File: src/hdl/assert_macros.svh
// Assertion macros shared by the transmitter RTL.
// Each macro samples on clk and is disabled while rst_n is low.
`ifndef ASSERT_MACROS_SVH
`define ASSERT_MACROS_SVH

// Check that an expression holds at every clock edge.
`define ASSERT_ALWAYS(label, expr, msg) \
    label: assert property (@(posedge clk) disable iff (!rst_n) (expr)) else $error(msg);

// Check that a condition implies a consequence at the same edge.
`define ASSERT_IMPLIES(label, ante, cons, msg) \
    label: assert property (@(posedge clk) disable iff (!rst_n) (ante) |-> (cons)) \
        else $error(msg);

// Check that a condition implies a consequence at the next edge.
`define ASSERT_NEXT(label, ante, cons, msg) \
    label: assert property (@(posedge clk) disable iff (!rst_n) (ante) |=> (cons)) \
        else $error(msg);

`endif

File: src/hdl/irpdt_pkg.sv
// Package for the IR pulse-distance transmitter: widths, codes and shared types.
// No dependencies.
package irpdt_pkg;

    localparam int FRAME_W    = 64;
    localparam int LEN_W      = 7;
    localparam int UNIT_W     = 8;
    localparam int CNT_W      = 11;
    localparam int STATE_W    = 4;
    localparam int CFG_IDX_W  = 1;
    localparam int CFG_DATA_W = 8;

    // Configuration register indexes and reset values
    localparam logic [CFG_IDX_W-1:0] CFG_UNIT_SLOTS    = 1'd0;
    localparam logic [CFG_IDX_W-1:0] CFG_PARITY_ENABLE = 1'd1;
    localparam logic [UNIT_W-1:0]    UNIT_SLOTS_RESET  = 8'd11;
    localparam logic                 PARITY_RESET      = 1'b1;

    // Input word function codes
    localparam logic FUNC_TICK  = 1'b0;
    localparam logic FUNC_START = 1'b1;

    // Slot machine states
    localparam logic [STATE_W-1:0] ST_IDLE       = 4'd0;
    localparam logic [STATE_W-1:0] ST_HDR_MARK   = 4'd1;
    localparam logic [STATE_W-1:0] ST_HDR_SPACE  = 4'd2;
    localparam logic [STATE_W-1:0] ST_ZERO_MARK  = 4'd3;
    localparam logic [STATE_W-1:0] ST_ZERO_SPACE = 4'd4;
    localparam logic [STATE_W-1:0] ST_ONE_MARK   = 4'd5;
    localparam logic [STATE_W-1:0] ST_ONE_SPACE  = 4'd6;
    localparam logic [STATE_W-1:0] ST_TRL_MARK   = 4'd7;
    localparam logic [STATE_W-1:0] ST_TRL_SPACE  = 4'd8;

    typedef struct packed {
        logic valid;
        logic func;
    } irpdt_step_t;

    typedef struct packed {
        logic ir_level;
        logic busy;
    } irpdt_result_t;

endpackage

File: src/hdl/irpdt_if.sv
// Handshake channels of the IR pulse-distance transmitter: item words in, result words out.
// Depends on irpdt_pkg.
interface irpdt_in_if;
    logic                          valid;
    logic                          ready;
    logic                          func;
    logic [irpdt_pkg::FRAME_W-1:0] frame;
    logic [irpdt_pkg::LEN_W-1:0]   frame_length;

    modport source (output valid, output func, output frame, output frame_length,
                    input ready);
    modport sink   (input valid, input func, input frame, input frame_length,
                    output ready);
endinterface

interface irpdt_out_if;
    logic valid;
    logic ready;
    logic ir_level;
    logic busy_res;

    modport source (output valid, output ir_level, output busy_res, input ready);
    modport sink   (input valid, input ir_level, input busy_res, output ready);
endinterface

File: src/hdl/irpdt_frame_prep.sv
// Frame prep: clip length, mask unused bits, apply odd parity to bit 0 if enabled.
// Depends on irpdt_pkg.
module irpdt_frame_prep #(
    parameter int MAX_FRAME_BITS = 64
) (
    input  logic [MAX_FRAME_BITS-1:0]   frame,
    input  logic [irpdt_pkg::LEN_W-1:0] frame_length,
    input  logic                        parity_enable,
    output logic [MAX_FRAME_BITS-1:0]   frame_out,
    output logic [irpdt_pkg::LEN_W-1:0] length_out
);

    localparam logic [irpdt_pkg::LEN_W-1:0] MAX_LEN = irpdt_pkg::LEN_W'(MAX_FRAME_BITS);

    logic [MAX_FRAME_BITS-1:0] keep;
    logic [MAX_FRAME_BITS-1:0] masked;
    logic                      upper_parity;

    assign length_out = (frame_length > MAX_LEN) ? MAX_LEN : frame_length;

    always_comb
    begin
        for (int i = 0; i < MAX_FRAME_BITS; i++)
        begin
            keep[i] = (length_out > irpdt_pkg::LEN_W'(i));
        end
    end

    assign masked       = frame & keep;
    assign upper_parity = ^masked[MAX_FRAME_BITS-1:1];

    // With parity enabled, set bit 0 when the upper bits hold an even count of ones
    assign frame_out = {masked[MAX_FRAME_BITS-1:1],
                        parity_enable ? ~upper_parity : masked[0]};

endmodule

File: src/hdl/irpdt_sequencer.sv
// Tick phase counter, slot machine and frame store of the transmitter.
// Depends on irpdt_pkg and assert_macros.svh.
`include "assert_macros.svh"

module irpdt_sequencer #(
    parameter int MAX_FRAME_BITS = 64
) (
    input  logic                           clk,
    input  logic                           rst_n,
    input  irpdt_pkg::irpdt_step_t         step,
    input  logic [MAX_FRAME_BITS-1:0]      frame,
    input  logic [irpdt_pkg::LEN_W-1:0]    frame_length,
    input  logic [irpdt_pkg::UNIT_W-1:0]   unit_slots,
    output irpdt_pkg::irpdt_result_t       result
);

    localparam int IDX_W = $clog2(MAX_FRAME_BITS);
    localparam logic [irpdt_pkg::LEN_W-1:0] MAX_LEN = irpdt_pkg::LEN_W'(MAX_FRAME_BITS);

    localparam logic [1:0] PH_REST = 2'd0;
    localparam logic [1:0] PH_MARK = 2'd1;
    localparam logic [1:0] PH_LOW  = 2'd2;

    logic [irpdt_pkg::STATE_W-1:0] state_reg, state_next;
    logic [irpdt_pkg::CNT_W-1:0]   slot_count_reg, slot_count_next;
    logic [irpdt_pkg::LEN_W-1:0]   bit_index_reg, bit_index_next;
    logic [irpdt_pkg::LEN_W-1:0]   frame_bits_reg, frame_bits_next;
    logic [1:0]                    phase_reg, phase_next;
    logic                          marked_reg, marked_next;
    logic                          ticking_reg, ticking_next;
    logic [MAX_FRAME_BITS-1:0]     frame_store_reg;

    logic [irpdt_pkg::CNT_W-1:0]   dur_1, dur_3, dur_5, cnt_inc;
    logic [irpdt_pkg::LEN_W-1:0]   bit_inc;
    logic                          next_bit_one;
    logic [irpdt_pkg::STATE_W-1:0] next_bit_state;
    logic [irpdt_pkg::STATE_W-1:0] first_bit_state;
    logic                          level;

    assign dur_1   = irpdt_pkg::CNT_W'(unit_slots);
    assign dur_3   = (dur_1 << 1) + dur_1;
    assign dur_5   = (dur_1 << 2) + dur_1;
    assign cnt_inc = slot_count_reg + 1'b1;
    assign bit_inc = bit_index_reg + 1'b1;

    assign next_bit_one    = (bit_inc < MAX_LEN) ? frame_store_reg[bit_inc[IDX_W-1:0]] : 1'b0;
    assign next_bit_state  = next_bit_one ? irpdt_pkg::ST_ONE_MARK : irpdt_pkg::ST_ZERO_MARK;
    assign first_bit_state = frame_store_reg[0] ? irpdt_pkg::ST_ONE_MARK
                                                : irpdt_pkg::ST_ZERO_MARK;

    always_comb
    begin
        state_next      = state_reg;
        slot_count_next = slot_count_reg;
        bit_index_next  = bit_index_reg;
        frame_bits_next = frame_bits_reg;
        phase_next      = phase_reg;
        marked_next     = marked_reg;
        ticking_next    = ticking_reg;
        level           = 1'b0;

        if (step.valid)
        begin
            if (step.func == irpdt_pkg::FUNC_START)
            begin
                // Replace the frame; a running frame keeps its position
                frame_bits_next = frame_length;
                ticking_next    = 1'b1;
                if (state_reg == irpdt_pkg::ST_IDLE)
                begin
                    state_next = irpdt_pkg::ST_HDR_MARK;
                end
                level = (phase_reg == PH_MARK) && marked_reg;
            end
            else if (ticking_reg)
            begin
                case (phase_reg)
                    PH_REST:
                    begin
                        phase_next = PH_MARK;
                        level      = marked_reg;
                    end
                    PH_MARK:
                    begin
                        phase_next = PH_LOW;
                    end
                    default:
                    begin
                        phase_next      = PH_REST;
                        slot_count_next = cnt_inc;
                        case (state_reg)
                            irpdt_pkg::ST_IDLE:
                            begin
                                marked_next     = 1'b0;
                                slot_count_next = '0;
                                ticking_next    = 1'b0;
                            end
                            irpdt_pkg::ST_HDR_MARK:
                            begin
                                marked_next = 1'b1;
                                if (cnt_inc >= dur_5)
                                begin
                                    state_next      = irpdt_pkg::ST_HDR_SPACE;
                                    slot_count_next = '0;
                                end
                            end
                            irpdt_pkg::ST_HDR_SPACE:
                            begin
                                marked_next = 1'b0;
                                if (cnt_inc >= dur_5)
                                begin
                                    slot_count_next = '0;
                                    bit_index_next  = '0;
                                    state_next      = first_bit_state;
                                end
                            end
                            irpdt_pkg::ST_ZERO_MARK,
                            irpdt_pkg::ST_ONE_MARK:
                            begin
                                marked_next = 1'b1;
                                if (cnt_inc >= dur_1)
                                begin
                                    slot_count_next = '0;
                                    state_next = (state_reg == irpdt_pkg::ST_ZERO_MARK)
                                                 ? irpdt_pkg::ST_ZERO_SPACE
                                                 : irpdt_pkg::ST_ONE_SPACE;
                                end
                            end
                            irpdt_pkg::ST_ZERO_SPACE,
                            irpdt_pkg::ST_ONE_SPACE:
                            begin
                                marked_next = 1'b0;
                                if ((state_reg == irpdt_pkg::ST_ZERO_SPACE && cnt_inc >= dur_1)
                                    || (state_reg == irpdt_pkg::ST_ONE_SPACE
                                        && cnt_inc >= dur_3))
                                begin
                                    // End of bit: advance or drop into the trailer
                                    slot_count_next = '0;
                                    bit_index_next  = bit_inc;
                                    state_next = (bit_inc >= frame_bits_reg)
                                                 ? irpdt_pkg::ST_TRL_MARK : next_bit_state;
                                end
                            end
                            irpdt_pkg::ST_TRL_MARK:
                            begin
                                if (cnt_inc >= dur_3)
                                begin
                                    state_next      = irpdt_pkg::ST_TRL_SPACE;
                                    slot_count_next = '0;
                                end
                                else
                                begin
                                    marked_next = 1'b1;
                                end
                            end
                            irpdt_pkg::ST_TRL_SPACE:
                            begin
                                marked_next = 1'b0;
                                if (cnt_inc >= dur_3)
                                begin
                                    state_next      = irpdt_pkg::ST_IDLE;
                                    slot_count_next = '0;
                                end
                            end
                            default:
                            begin
                                slot_count_next = cnt_inc;
                            end
                        endcase
                    end
                endcase
            end
        end
    end

    assign result.ir_level = level;
    assign result.busy     = (state_next != irpdt_pkg::ST_IDLE);

    always_ff @(posedge clk or negedge rst_n)
    begin
        if (!rst_n)
        begin
            state_reg      <= irpdt_pkg::ST_IDLE;
            slot_count_reg <= '0;
            bit_index_reg  <= '0;
            frame_bits_reg <= '0;
            phase_reg      <= PH_REST;
            marked_reg     <= 1'b0;
            ticking_reg    <= 1'b0;
        end
        else
        begin
            state_reg      <= state_next;
            slot_count_reg <= slot_count_next;
            bit_index_reg  <= bit_index_next;
            frame_bits_reg <= frame_bits_next;
            phase_reg      <= phase_next;
            marked_reg     <= marked_next;
            ticking_reg    <= ticking_next;
        end
    end

    always_ff @(posedge clk)
    begin
        if (step.valid && step.func == irpdt_pkg::FUNC_START)
        begin
            frame_store_reg <= frame;
        end
    end

    `ASSERT_IMPLIES(a_level_needs_mark, step.valid && result.ir_level, marked_reg, "carrier driven for an unmarked slot")
    `ASSERT_IMPLIES(a_stopped_is_idle, !ticking_reg, state_reg == irpdt_pkg::ST_IDLE, "tick machine stopped while a frame is pending")
    `ASSERT_NEXT(a_idle_tick_holds, step.valid && step.func == irpdt_pkg::FUNC_TICK && !ticking_reg, $stable(state_reg) && $stable(phase_reg), "tick changed state while stopped")

endmodule

File: src/hdl/ir_pulse_distance_transmitter.sv
// Top level of the IR pulse-distance transmitter: input register, frame prep, sequencer,
// result register and configuration registers.
// Depends on irpdt_pkg, irpdt_if, irpdt_frame_prep, irpdt_sequencer, assert_macros.svh.
`include "assert_macros.svh"

// An accepted word waits in the input register until the result stage takes it.
// Throughput: one item word per cycle unless the output stalls; the two registers
// form a two-deep pipeline, and the slot machine update is one pass of logic.
// Reset: control state, unit_slots (11) and parity_enable (1) reset at once; the
// frame store is loaded by the first start and holds no reset value.
module ir_pulse_distance_transmitter #(
    parameter int MAX_FRAME_BITS = 64
) (
    input  logic                               clk,
    input  logic                               rst_n,
    input  logic                               cfg_we,
    input  logic [irpdt_pkg::CFG_IDX_W-1:0]    cfg_index,
    input  logic [irpdt_pkg::CFG_DATA_W-1:0]   cfg_data,
    irpdt_in_if.sink                           item,
    irpdt_out_if.source                        result
);

    // Configuration registers
    logic [irpdt_pkg::UNIT_W-1:0] unit_slots_reg;
    logic                         parity_enable_reg;

    // Input stage: hold the accepted word until it can pass into the result stage
    logic                          in_valid_reg, in_valid_next;
    logic                          in_func_reg;
    logic [MAX_FRAME_BITS-1:0]     in_frame_reg;
    logic [irpdt_pkg::LEN_W-1:0]   in_length_reg;

    // Result stage
    logic                          out_valid_reg, out_valid_next;
    logic                          out_level_reg;
    logic                          out_busy_reg;

    logic                          advance;
    logic                          accept;
    logic [MAX_FRAME_BITS-1:0]     prep_frame;
    logic [irpdt_pkg::LEN_W-1:0]   prep_length;
    irpdt_pkg::irpdt_step_t        step;
    irpdt_pkg::irpdt_result_t      step_result;

    // The input word moves on whenever the result register is free or being drained
    assign advance     = !out_valid_reg || result.ready;
    assign item.ready  = !in_valid_reg || advance;
    assign accept      = item.valid && item.ready;

    assign in_valid_next  = accept || (in_valid_reg && !advance);
    assign out_valid_next = (in_valid_reg && advance) || (out_valid_reg && !result.ready);

    always_ff @(posedge clk or negedge rst_n)
    begin
        if (!rst_n)
        begin
            unit_slots_reg    <= irpdt_pkg::UNIT_SLOTS_RESET;
            parity_enable_reg <= irpdt_pkg::PARITY_RESET;
            in_valid_reg      <= 1'b0;
            out_valid_reg     <= 1'b0;
        end
        else
        begin
            if (cfg_we && cfg_index == irpdt_pkg::CFG_UNIT_SLOTS)
            begin
                unit_slots_reg <= cfg_data;
            end
            if (cfg_we && cfg_index == irpdt_pkg::CFG_PARITY_ENABLE)
            begin
                parity_enable_reg <= cfg_data[0];
            end
            in_valid_reg  <= in_valid_next;
            out_valid_reg <= out_valid_next;
        end
    end

    // Payload registers: load the input word on accept
    always_ff @(posedge clk)
    begin
        if (accept)
        begin
            in_func_reg   <= item.func;
            in_frame_reg  <= item.frame[MAX_FRAME_BITS-1:0];
            in_length_reg <= item.frame_length;
        end
    end

    irpdt_frame_prep #(
        .MAX_FRAME_BITS (MAX_FRAME_BITS)
    ) u_frame_prep (
        .frame         (in_frame_reg),
        .frame_length  (in_length_reg),
        .parity_enable (parity_enable_reg),
        .frame_out     (prep_frame),
        .length_out    (prep_length)
    );

    // The sequencer commits state only when the word passes into the result stage
    assign step.valid = in_valid_reg && advance;
    assign step.func  = in_func_reg;

    irpdt_sequencer #(
        .MAX_FRAME_BITS (MAX_FRAME_BITS)
    ) u_sequencer (
        .clk          (clk),
        .rst_n        (rst_n),
        .step         (step),
        .frame        (prep_frame),
        .frame_length (prep_length),
        .unit_slots   (unit_slots_reg),
        .result       (step_result)
    );

    // Result payload: capture the sequencer output as the word moves on
    always_ff @(posedge clk)
    begin
        if (step.valid)
        begin
            out_level_reg <= step_result.ir_level;
            out_busy_reg  <= step_result.busy;
        end
    end

    assign result.valid    = out_valid_reg;
    assign result.ir_level = out_level_reg;
    assign result.busy_res = out_busy_reg;

    `ASSERT_IMPLIES(a_ready_when_drained, !out_valid_reg, item.ready, "input stalled with an empty result register")
    `ASSERT_NEXT(a_step_fills_result, step.valid, out_valid_reg, "stepped word did not reach the result register")

endmodule

File: src/flat_wrapper.sv
// flat-port wrapper written by rule: the top's interface ports become plain ports
module ir_pulse_distance_transmitter_flat 
#(
    parameter int MAX_FRAME_BITS = 64
)
  (clk, rst_n, cfg_we, cfg_index, cfg_data, item_valid, item_func, item_frame, item_frame_length, item_ready, result_valid, result_ir_level, result_busy_res, result_ready);
  irpdt_in_if item_i ();
  irpdt_out_if result_i ();
  input  logic clk;
  input  logic rst_n;
  input  logic cfg_we;
  input  logic [irpdt_pkg::CFG_IDX_W-1:0] cfg_index;
  input  logic [irpdt_pkg::CFG_DATA_W-1:0] cfg_data;
  input wire logic [$bits(item_i.valid)-1:0] item_valid;
  input wire logic [$bits(item_i.func)-1:0] item_func;
  input wire logic [$bits(item_i.frame)-1:0] item_frame;
  input wire logic [$bits(item_i.frame_length)-1:0] item_frame_length;
  output wire logic [$bits(item_i.ready)-1:0] item_ready;
  output wire logic [$bits(result_i.valid)-1:0] result_valid;
  output wire logic [$bits(result_i.ir_level)-1:0] result_ir_level;
  output wire logic [$bits(result_i.busy_res)-1:0] result_busy_res;
  input wire logic [$bits(result_i.ready)-1:0] result_ready;
  assign item_i.valid = item_valid;
  assign item_i.func = item_func;
  assign item_i.frame = item_frame;
  assign item_i.frame_length = item_frame_length;
  assign item_ready = item_i.ready;
  assign result_valid = result_i.valid;
  assign result_ir_level = result_i.ir_level;
  assign result_busy_res = result_i.busy_res;
  assign result_i.ready = result_ready;
  ir_pulse_distance_transmitter #(.MAX_FRAME_BITS(MAX_FRAME_BITS)) u_core (.clk(clk), .rst_n(rst_n), .cfg_we(cfg_we), .cfg_index(cfg_index), .cfg_data(cfg_data), .item(item_i), .result(result_i));
endmodule
File: config.mk
export PLATFORM = sky130hd
export DESIGN_NAME = ir_pulse_distance_transmitter_flat
export DESIGN_NICKNAME = d
export VERILOG_FILES = /design/src/hdl/irpdt_pkg.sv /design/src/hdl/irpdt_if.sv /design/src/hdl/irpdt_frame_prep.sv /design/src/hdl/irpdt_sequencer.sv /design/src/hdl/ir_pulse_distance_transmitter.sv /design/src/flat_wrapper.sv
export VERILOG_INCLUDE_DIRS = /design/src /design/src/hdl
export SDC_FILE = /design/constraint.sdc
export NUM_CORES = 1
export LEC_CHECK = 0
export BUFFER_PORTS_ARGS = -buffer_cell sky130_fd_sc_hd__buf_2
export CAP_MARGIN = 20
export CORE_MARGIN = 10
export CORE_UTILIZATION = 55
export CTS_BUF_LIST = sky130_fd_sc_hd__clkbuf_16
export DETAILED_ROUTE_END_ITERATION = 10
export PLACE_DENSITY = 0.75
export SETUP_SLACK_MARGIN = 0.02
export SLEW_MARGIN = 20
export SYNTH_ARGS = -nofsm -noshare
export SYNTH_HDL_FRONTEND = slang
export SYNTH_SLANG_ARGS = --single-unit
File: constraint.sdc
create_clock -name clk -period 7.3 [get_ports clk]
set_input_delay 1.095 -clock clk [delete_from_list [all_inputs] [get_ports clk]]
set_output_delay 1.095 -clock clk [all_outputs]
set_load 0.01 [all_outputs]
==> results of run 1 <==
## synth_stat cells, drive strengths merged, types with 5 or more instances
cell type  instances
a21boi            14
a21o              20
a21oi             43
and2              13
and3               5
buf               17
clkbuf            18
dfrtp             40
edfxtp           138
ha                50
inv               39
mux2               8
mux2i              9
mux4              20
nand2             44
nand2b            13
nand3             18
nand3b             6
nor2              68
nor2b             23
nor3              13
o21a              24
o21ai             47
o41ai              5
xnor2             47
xnor3              6
xor2              23
## per-layer routing
metal  global-route usage [%]  part of all wire (%)  vias to the layer above
met2                     29.7                    49                      228
met1                     24.2                    43                     3169
met3                     4.49                   5.3                       50
met5                        0                     0                        -
met4                     6.64                   2.7                        0
li1                         -                     -                     3224
## logic make-up (layout without fill, tap and decap cells)
| logic type | Yosys count | in the layout | share of synthesized area, % |
|---|---|---|---|
| xor gates and xnor gates | 77 | 77 | 7.81 |
| buffers and inverters | 76 | 166 | 3.07 |
| muxes | 37 | 37 | 6.37 |
| AOI/OAI and AO/OA | 189 | 189 | 12.6 |
| and+or+nand+nor | 227 | 227 | 11.5 |
| adders and majority gates | 52 | 52 | 6.60 |
| DFF | 182 | 182 | 52.1 |
## worst reg2reg max path: stages (launching register included)
cell       delay (ns)
dfstp_2          0.56
ha_1             0.17
inv_1            0.05
fa_1             0.39
inv_1            0.08
a21oi_1          0.06
o21bai_1         0.23
a21o_1           0.17
a21o_1           0.15
a21oi_1          0.08
ha_1             0.30
nand3_1          0.10
o22ai_1          0.18
nor3_1           0.06
o31a_1           0.22
a21o_1           0.23
a2111oi_2        0.39
o221ai_2         0.16
or4_1            0.55
## placed cells by master, fill, tap and decap left out, types with 5 or more instances in the layout
master	n
dfrtp_1	40
nor3_1	13
edfxtp_1	138
mux2i_1	9
nor2_1	68
ha_1	50
and2_1	12
o21ai_0	46
a21boi_0	13
buf_4	5
and3_1	5
nand3b_1	6
buf_2	88
xor2_1	22
clkbuf_16	17
nand2b_1	13
inv_1	38
xnor2_1	46
nand3_1	18
xnor3_1	6
nor2b_1	23
a21o_1	20
o21a_1	24
a21oi_1	41
mux2_2	8
nand2_1	44
mux4_2	17
## power breakdown
group          leakage [nW]  switching (W)  internal, W
Clock                 0.286       0.000436     0.000457
Combinational          2.34       0.000431     0.000375
Sequential             1.84      0.0000880      0.00123
Total                  4.46       0.000955      0.00206
## path summary, 6_finish.rpt
kind / depth (start not counted) / from / slack [ns] / to
worst min-delay path: 2 / u_core.u_sequencer.frame_bits_reg[5] / 0.48 / u_core.u_sequencer.frame_bits_reg[5]
worst max-delay path: 18 / u_core.unit_slots_reg[0] / 2.91 / u_core.result.busy_res
max in group asynchronous: 1 / rst_n / 6.25 / u_core.unit_slots_reg[2]
worst min register to register: 2 / u_core.u_sequencer.frame_bits_reg[5] / 0.48 / u_core.u_sequencer.frame_bits_reg[5]
min in group asynchronous: 1 / rst_n / 0.66 / u_core.u_sequencer.slot_count_reg[7]
worst max register to register: 18 / u_core.unit_slots_reg[0] / 2.91 / u_core.result.busy_res
## metrics by stage
stage	setup slack, ns	instances
after global routing	2.65	1159
after global placement	3.11	1127
after detailed placement	2.99	1127
final	2.91	1159
after CTS	2.91	1159
after floorplan	3.32	840
## final cells by class
type	count	area share, %
Sequential cell	182	46.6
Multi-Input combinational cell	582	40.1
Timing Repair Buffer	93	4.24
Clock buffer	17	3.77
Tap cell	229	2.54
Clock inverter	15	1.38
Inverter	41	1.37
==> results.tsv, run 1 <==
metric	value	unit
post-synthesis sequential area ratio	52.1	%
WL/cell	18.9	um
Inserted Clock Buffers	17	
Root Buffer	clkbuf_16	
synthesized flop and latch total	182	
Core Region	18000	um2
MaxCap Viol Count	0	
GRT Util Overall	18.6	%
total iterations of the first detailed-routing run	5	
Final Skew	0.0104	ns
Util after Layout	62.5	%
CTS sink count	182	
vias in the first global route	6750	
Initial Util	55.9	%
initial antenna violation count	0	
row count	49	
I/O pins	90	
detail-routed via count per cell	5.76	
PortBufs	89	
synth warn	0	
cell taking the most area after synthesis	edfxtp_1	
Critical Path, Cell by Cell	ha_1, inv_1, fa_1, inv_1, a21oi_1, o21bai_1, a21o_1, a21o_1, a21oi_1, ha_1, nand3_1, o22ai_1, nor3_1, o31a_1, a21o_1, a2111oi_2, o221ai_2, or4_1	
worst-skew pair later-pin latency	0.44	ns
Leak Pwr	4.46	nW
Hold Path Class	register to register	
largest cells by area after synthesis	edfxtp_1, dfrtp_1, ha_1, xnor2_1, mux4_2	
DRT iter0 DRCs	579	
Area after DPL	10700	um2
Post-Syn Instances	840	
Final period util	60.1	%
outcome	finished, final reports clean	
Slew HR	33.0	%
Worst EP required	7.47	ns
Syn Nets	978	
VDD IR-drop max	0.000197	V
P&R area growth vs syn	11.8	%
Yosys cell types	74	
Setup crit start kind	register	
Final Cell Area	11300	um2
vias	6671	
Final Wtd Congestion	0.945	
share of layout cells above drive strength 1	18.5	%
Worst setup EP type	register	
synthesized area	10100	um2
layout net count	1055	
Final setup viols	0	
postcts setup bufs	0	
Longest Clk Path Bufs	2	
fillcell total	1416	
drt total wl	21900	um
ys async rst share	24.2	%
FF/Latch Area	5250	um2
PwrDens	267	nW/um2
GRT overflow	0	
number of synthesized flops with an enable pin	138	
fin. max-slew vios	0	
Hold Fails Final Rpt	0	
CTS tree	done	
Chip Height	155	um
WHS	0.481	ns
post-CTS sizing	0	
Post-DP HPWL	16300	um
global-route wire length before repair	35900	um
post-route setup TNS	0	ns
most frequent CP cell	a21o_1	
crit-path max FO	8	
Final Power	0.00301	W
top cell type's share of synthesized area	41.1	%
chip width	155	um
synthesized area per cell	12.0	um2
H-tree depth	4	
Max Fclk	228	MHz
Slew @ Worst Pin	0.992	ns
DRT antenna net count	0	
critical path's top delay family	compound AO/OA/AOI/OAI gates	
crit path time final	4.39	ns
CP max stage cell	dfstp_2	
cts hold-fix bufs	0	
area of the multi-input gates	4520	um2
die area	24100	um2
CP arrival	4.56	ns
WS Path Type	register to register	
clock slew at reported path FFs	0.07	ns
RSZ-0062 raised after global routing	false	
diode count	0	
maximum cell stage delay along the critical path	0.56	ns
Post-route DRC	0	
worst path bufs/invs	2	
largest net degree at the start of global routing	73	
ys flop type	edfxtp_1	
No activity file was read; power rests on OpenSTA's default activity.
==> inputs of run 2 (changes only) <==
ABC_AREA = 1   (was default)
PLACE_DENSITY = 0.74   (was 0.75)
clock period = 4.1 ns   (was 7.3 ns; I/O delays follow)
==> run 2 against run 1 <==
  * Global-route usage increased by 1.9 points
  * Count of clock-buffer cells in the layout unchanged
  * Via count increased by 42%
  * Sequential power increased by 74%
  * Power increased by 77%
  * Register-to-register slack got worse by 2.6 ns
  * Synthesized cell count increased by 61%
  * Combinational power increased by 75%
  * Area after synthesis increased by 10%
  * Utilization increased by 0.99 points
  * Maximum frequency increased by 15%
  * Highest routed layer unchanged
==> results.tsv, run 2 <==
metric	value	unit
Synth Area in Simple Gates	27.4	%
Worst EP required	4.30	ns
synthesized flop and latch total	182	
I/O pins	90	
Initial Util	56.5	%
worst path bufs/invs	1	
CP max stage cell	dfstp_2	
outcome	finished, final reports clean	
post-synthesis sequential area ratio	47.3	%
CTS tree	done	
r2r startpoint	u_core.unit_slots_reg[0]	
count leader, synth	nand2_1	
critical path's top delay family	compound AO/OA/AOI/OAI gates	
maximum cell stage delay along the critical path	0.56	ns
Hold Fails Final Rpt	0	
cell taking the most area after synthesis	edfxtp_1	
Post-DP HPWL	20700	um
fin. max-slew vios	0	
GRT overflow	0	
P&R area growth vs syn	12.4	%
chip width	162	um
Worst setup EP type	register	
worst r2r dst	u_core.result.busy_res	
FF/Latch Area	5250	um2
RSZ-0062 raised after global routing	true	
post-synthesis xor/xnor area fraction	3.30	%
Root Buffer	clkbuf_16	
Chip Height	162	um
VDD IR-drop max	0.000261	V
Post-route DRC	0	
worst-skew pair later-pin latency	0.45	ns
drt total wl	27200	um
complex-gate fraction of the synthesized area	8.76	%
largest net degree at the start of global routing	47	
CP arrival	4.02	ns
Setup crit start kind	register	
Reg2Reg Setup Slack	0.28	ns
Final setup viols	0	
WL/cell	15.8	um
crit-path max FO	6	
CTS sink count	182	
row count	51	
R2R depth	18	
crit path time final	3.82	ns
initial antenna violation count	0	
Critical Path, Cell by Cell	ha_1, inv_1, fa_1, o21ai_1, a21oi_1, o21ai_0, xor2_1, ha_1, a21oi_1, o21ai_0, a211oi_2, nand2_2, nand2_1, nand4_1, nand2_1, a21oi_1, nor2_1, nand2_1	
Yosys cell types	48	
post-synthesis adder-cell area fraction	6.00	%
die area	26300	um2
vias	9471	
Slew HR	28.8	%
WS Path Type	register to register	
Max Fclk	262	MHz
Final Skew	0.0171	ns
MaxCap Viol Count	0	
Slew @ Worst Pin	1.07	ns
detail-routed via count per cell	5.50	
Longest Clk Path Bufs	2	
ys async rst share	24.2	%
diode count	0	
share of layout cells above drive strength 1	12.8	%
most frequent cells in the layout	nand2_1, inv_1, nand3_1	
mux contribution to synthesized area	0	%
number of synthesized flops with an enable pin	138	
post-route setup TNS	0	ns
synth cell count leaders	nand2_1, inv_1, nand3_1	
area of the multi-input gates	5070	um2
Inserted Clock Buffers	17	
synthesized area per cell	8.22	um2
largest cells by area after synthesis	edfxtp_1, nand2_1, dfrtp_1, nand3_1, inv_1	
fillcell total	1729	
top cell type's share of synthesized area	37.3	%
vias in the first global route	8965	
Final Power	0.00534	W
cts hold-fix bufs	0	
clock slew at reported path FFs	0.08	ns
DRT iter0 DRCs	831	
synth warn	0	
H-tree depth	4	
Core Region	19700	um2
DRT antenna net count	0	
PwrDens	428	nW/um2
Final period util	93.2	%
Post-Syn Instances	1351	
Leak Pwr	6.03	nW
ys flop type	edfxtp_1	
layout net count	1583	
PortBufs	89	
postcts setup bufs	0	
global-route wire length before repair	44000	um
commonest non-fill, non-tap cell in the layout	nand2_1	
synthesized area	11100	um2
total iterations of the first detailed-routing run	5	
GRT Util Overall	20.5	%
post-CTS sizing	0	
largest family of logic cells by synthesized area	simple AND/OR/NAND/NOR gates	
Hold Path Class	primary input to asynchronous set/reset pin	
Syn Nets	1489	
Final Wtd Congestion	0.952	
run 2: through the flow:
| stage | setup slack [ns] | area, um2 | hold slack (ns) | cells | utilization, % |
|---|---|---|---|---|---|
| 5_1_grt | 0.00269 | 12500 | 0.217 | 1723 | 63.5 |
| 4_1_cts | 0.0922 | 12500 | 0.330 | 1723 | 63.4 |
| 3_3_place_gp | 0.280 | 11900 | 0.467 | 1691 | 60.3 |
| 6_report | 0.278 | 12500 | 0.172 | 1723 | 63.5 |
| 3_5_place_dp | 0.167 | 11900 | 0.480 | 1691 | 60.3 |
| 2_1_floorplan | 0.641 | 11100 | 0.319 | 1351 | - |
run 2: metal layers:
layer,up-vias,track usage (%),part of all wire (%)
met5,-,0,0
met4,0,7.15,3.1
met3,71,3.92,6.1
met2,341,33.2,47
met1,4355,27.0,44
li1,4704,-,-
run 2: worst max-delay path by stage:
stage | from | to | slack (ns) | cells past startpoint
3_3_place_gp | u_core.unit_slots_reg[0] | u_core.u_sequencer.bit_index_reg[0] | 0.28 | 21
2_1_floorplan | u_core.unit_slots_reg[0] | u_core.result.busy_res | 0.64 | 18
5_1_grt | u_core.unit_slots_reg[0] | u_core.result.busy_res | 0.003 | 18
3_5_place_dp | u_core.unit_slots_reg[1] | u_core.u_sequencer.bit_index_reg[0] | 0.17 | 21
4_1_cts | u_core.unit_slots_reg[0] | u_core.result.busy_res | 0.09 | 18
6_report | u_core.unit_slots_reg[0] | u_core.result.busy_res | 0.28 | 18
run 2: report_power, final:
group	internal, W	total [W]	switching [W]
Combinational	0.000496	0.00141	0.000916
Clock	0.000826	0.00165	0.000820
Sequential	0.00216	0.00228	0.000114
run 2: logic make-up (layout without fill, tap and decap cells):
family / Yosys count / count (layout)
xor+xnor: 41 / 41
simple gates: 705 / 705
buf+inv: 207 / 314
fa+ha+maj: 52 / 52
flops: 182 / 182
compound gates: 164 / 164
run 2: final cells by class:
class,instances,area share (%)
clock buffer,17,3.41
clock inverter,15,1.41
inverter,181,5.44
multi-input combinational,962,40.6
sequential,182,42.1
tap,265,2.66
timing repair buffer,101,4.41
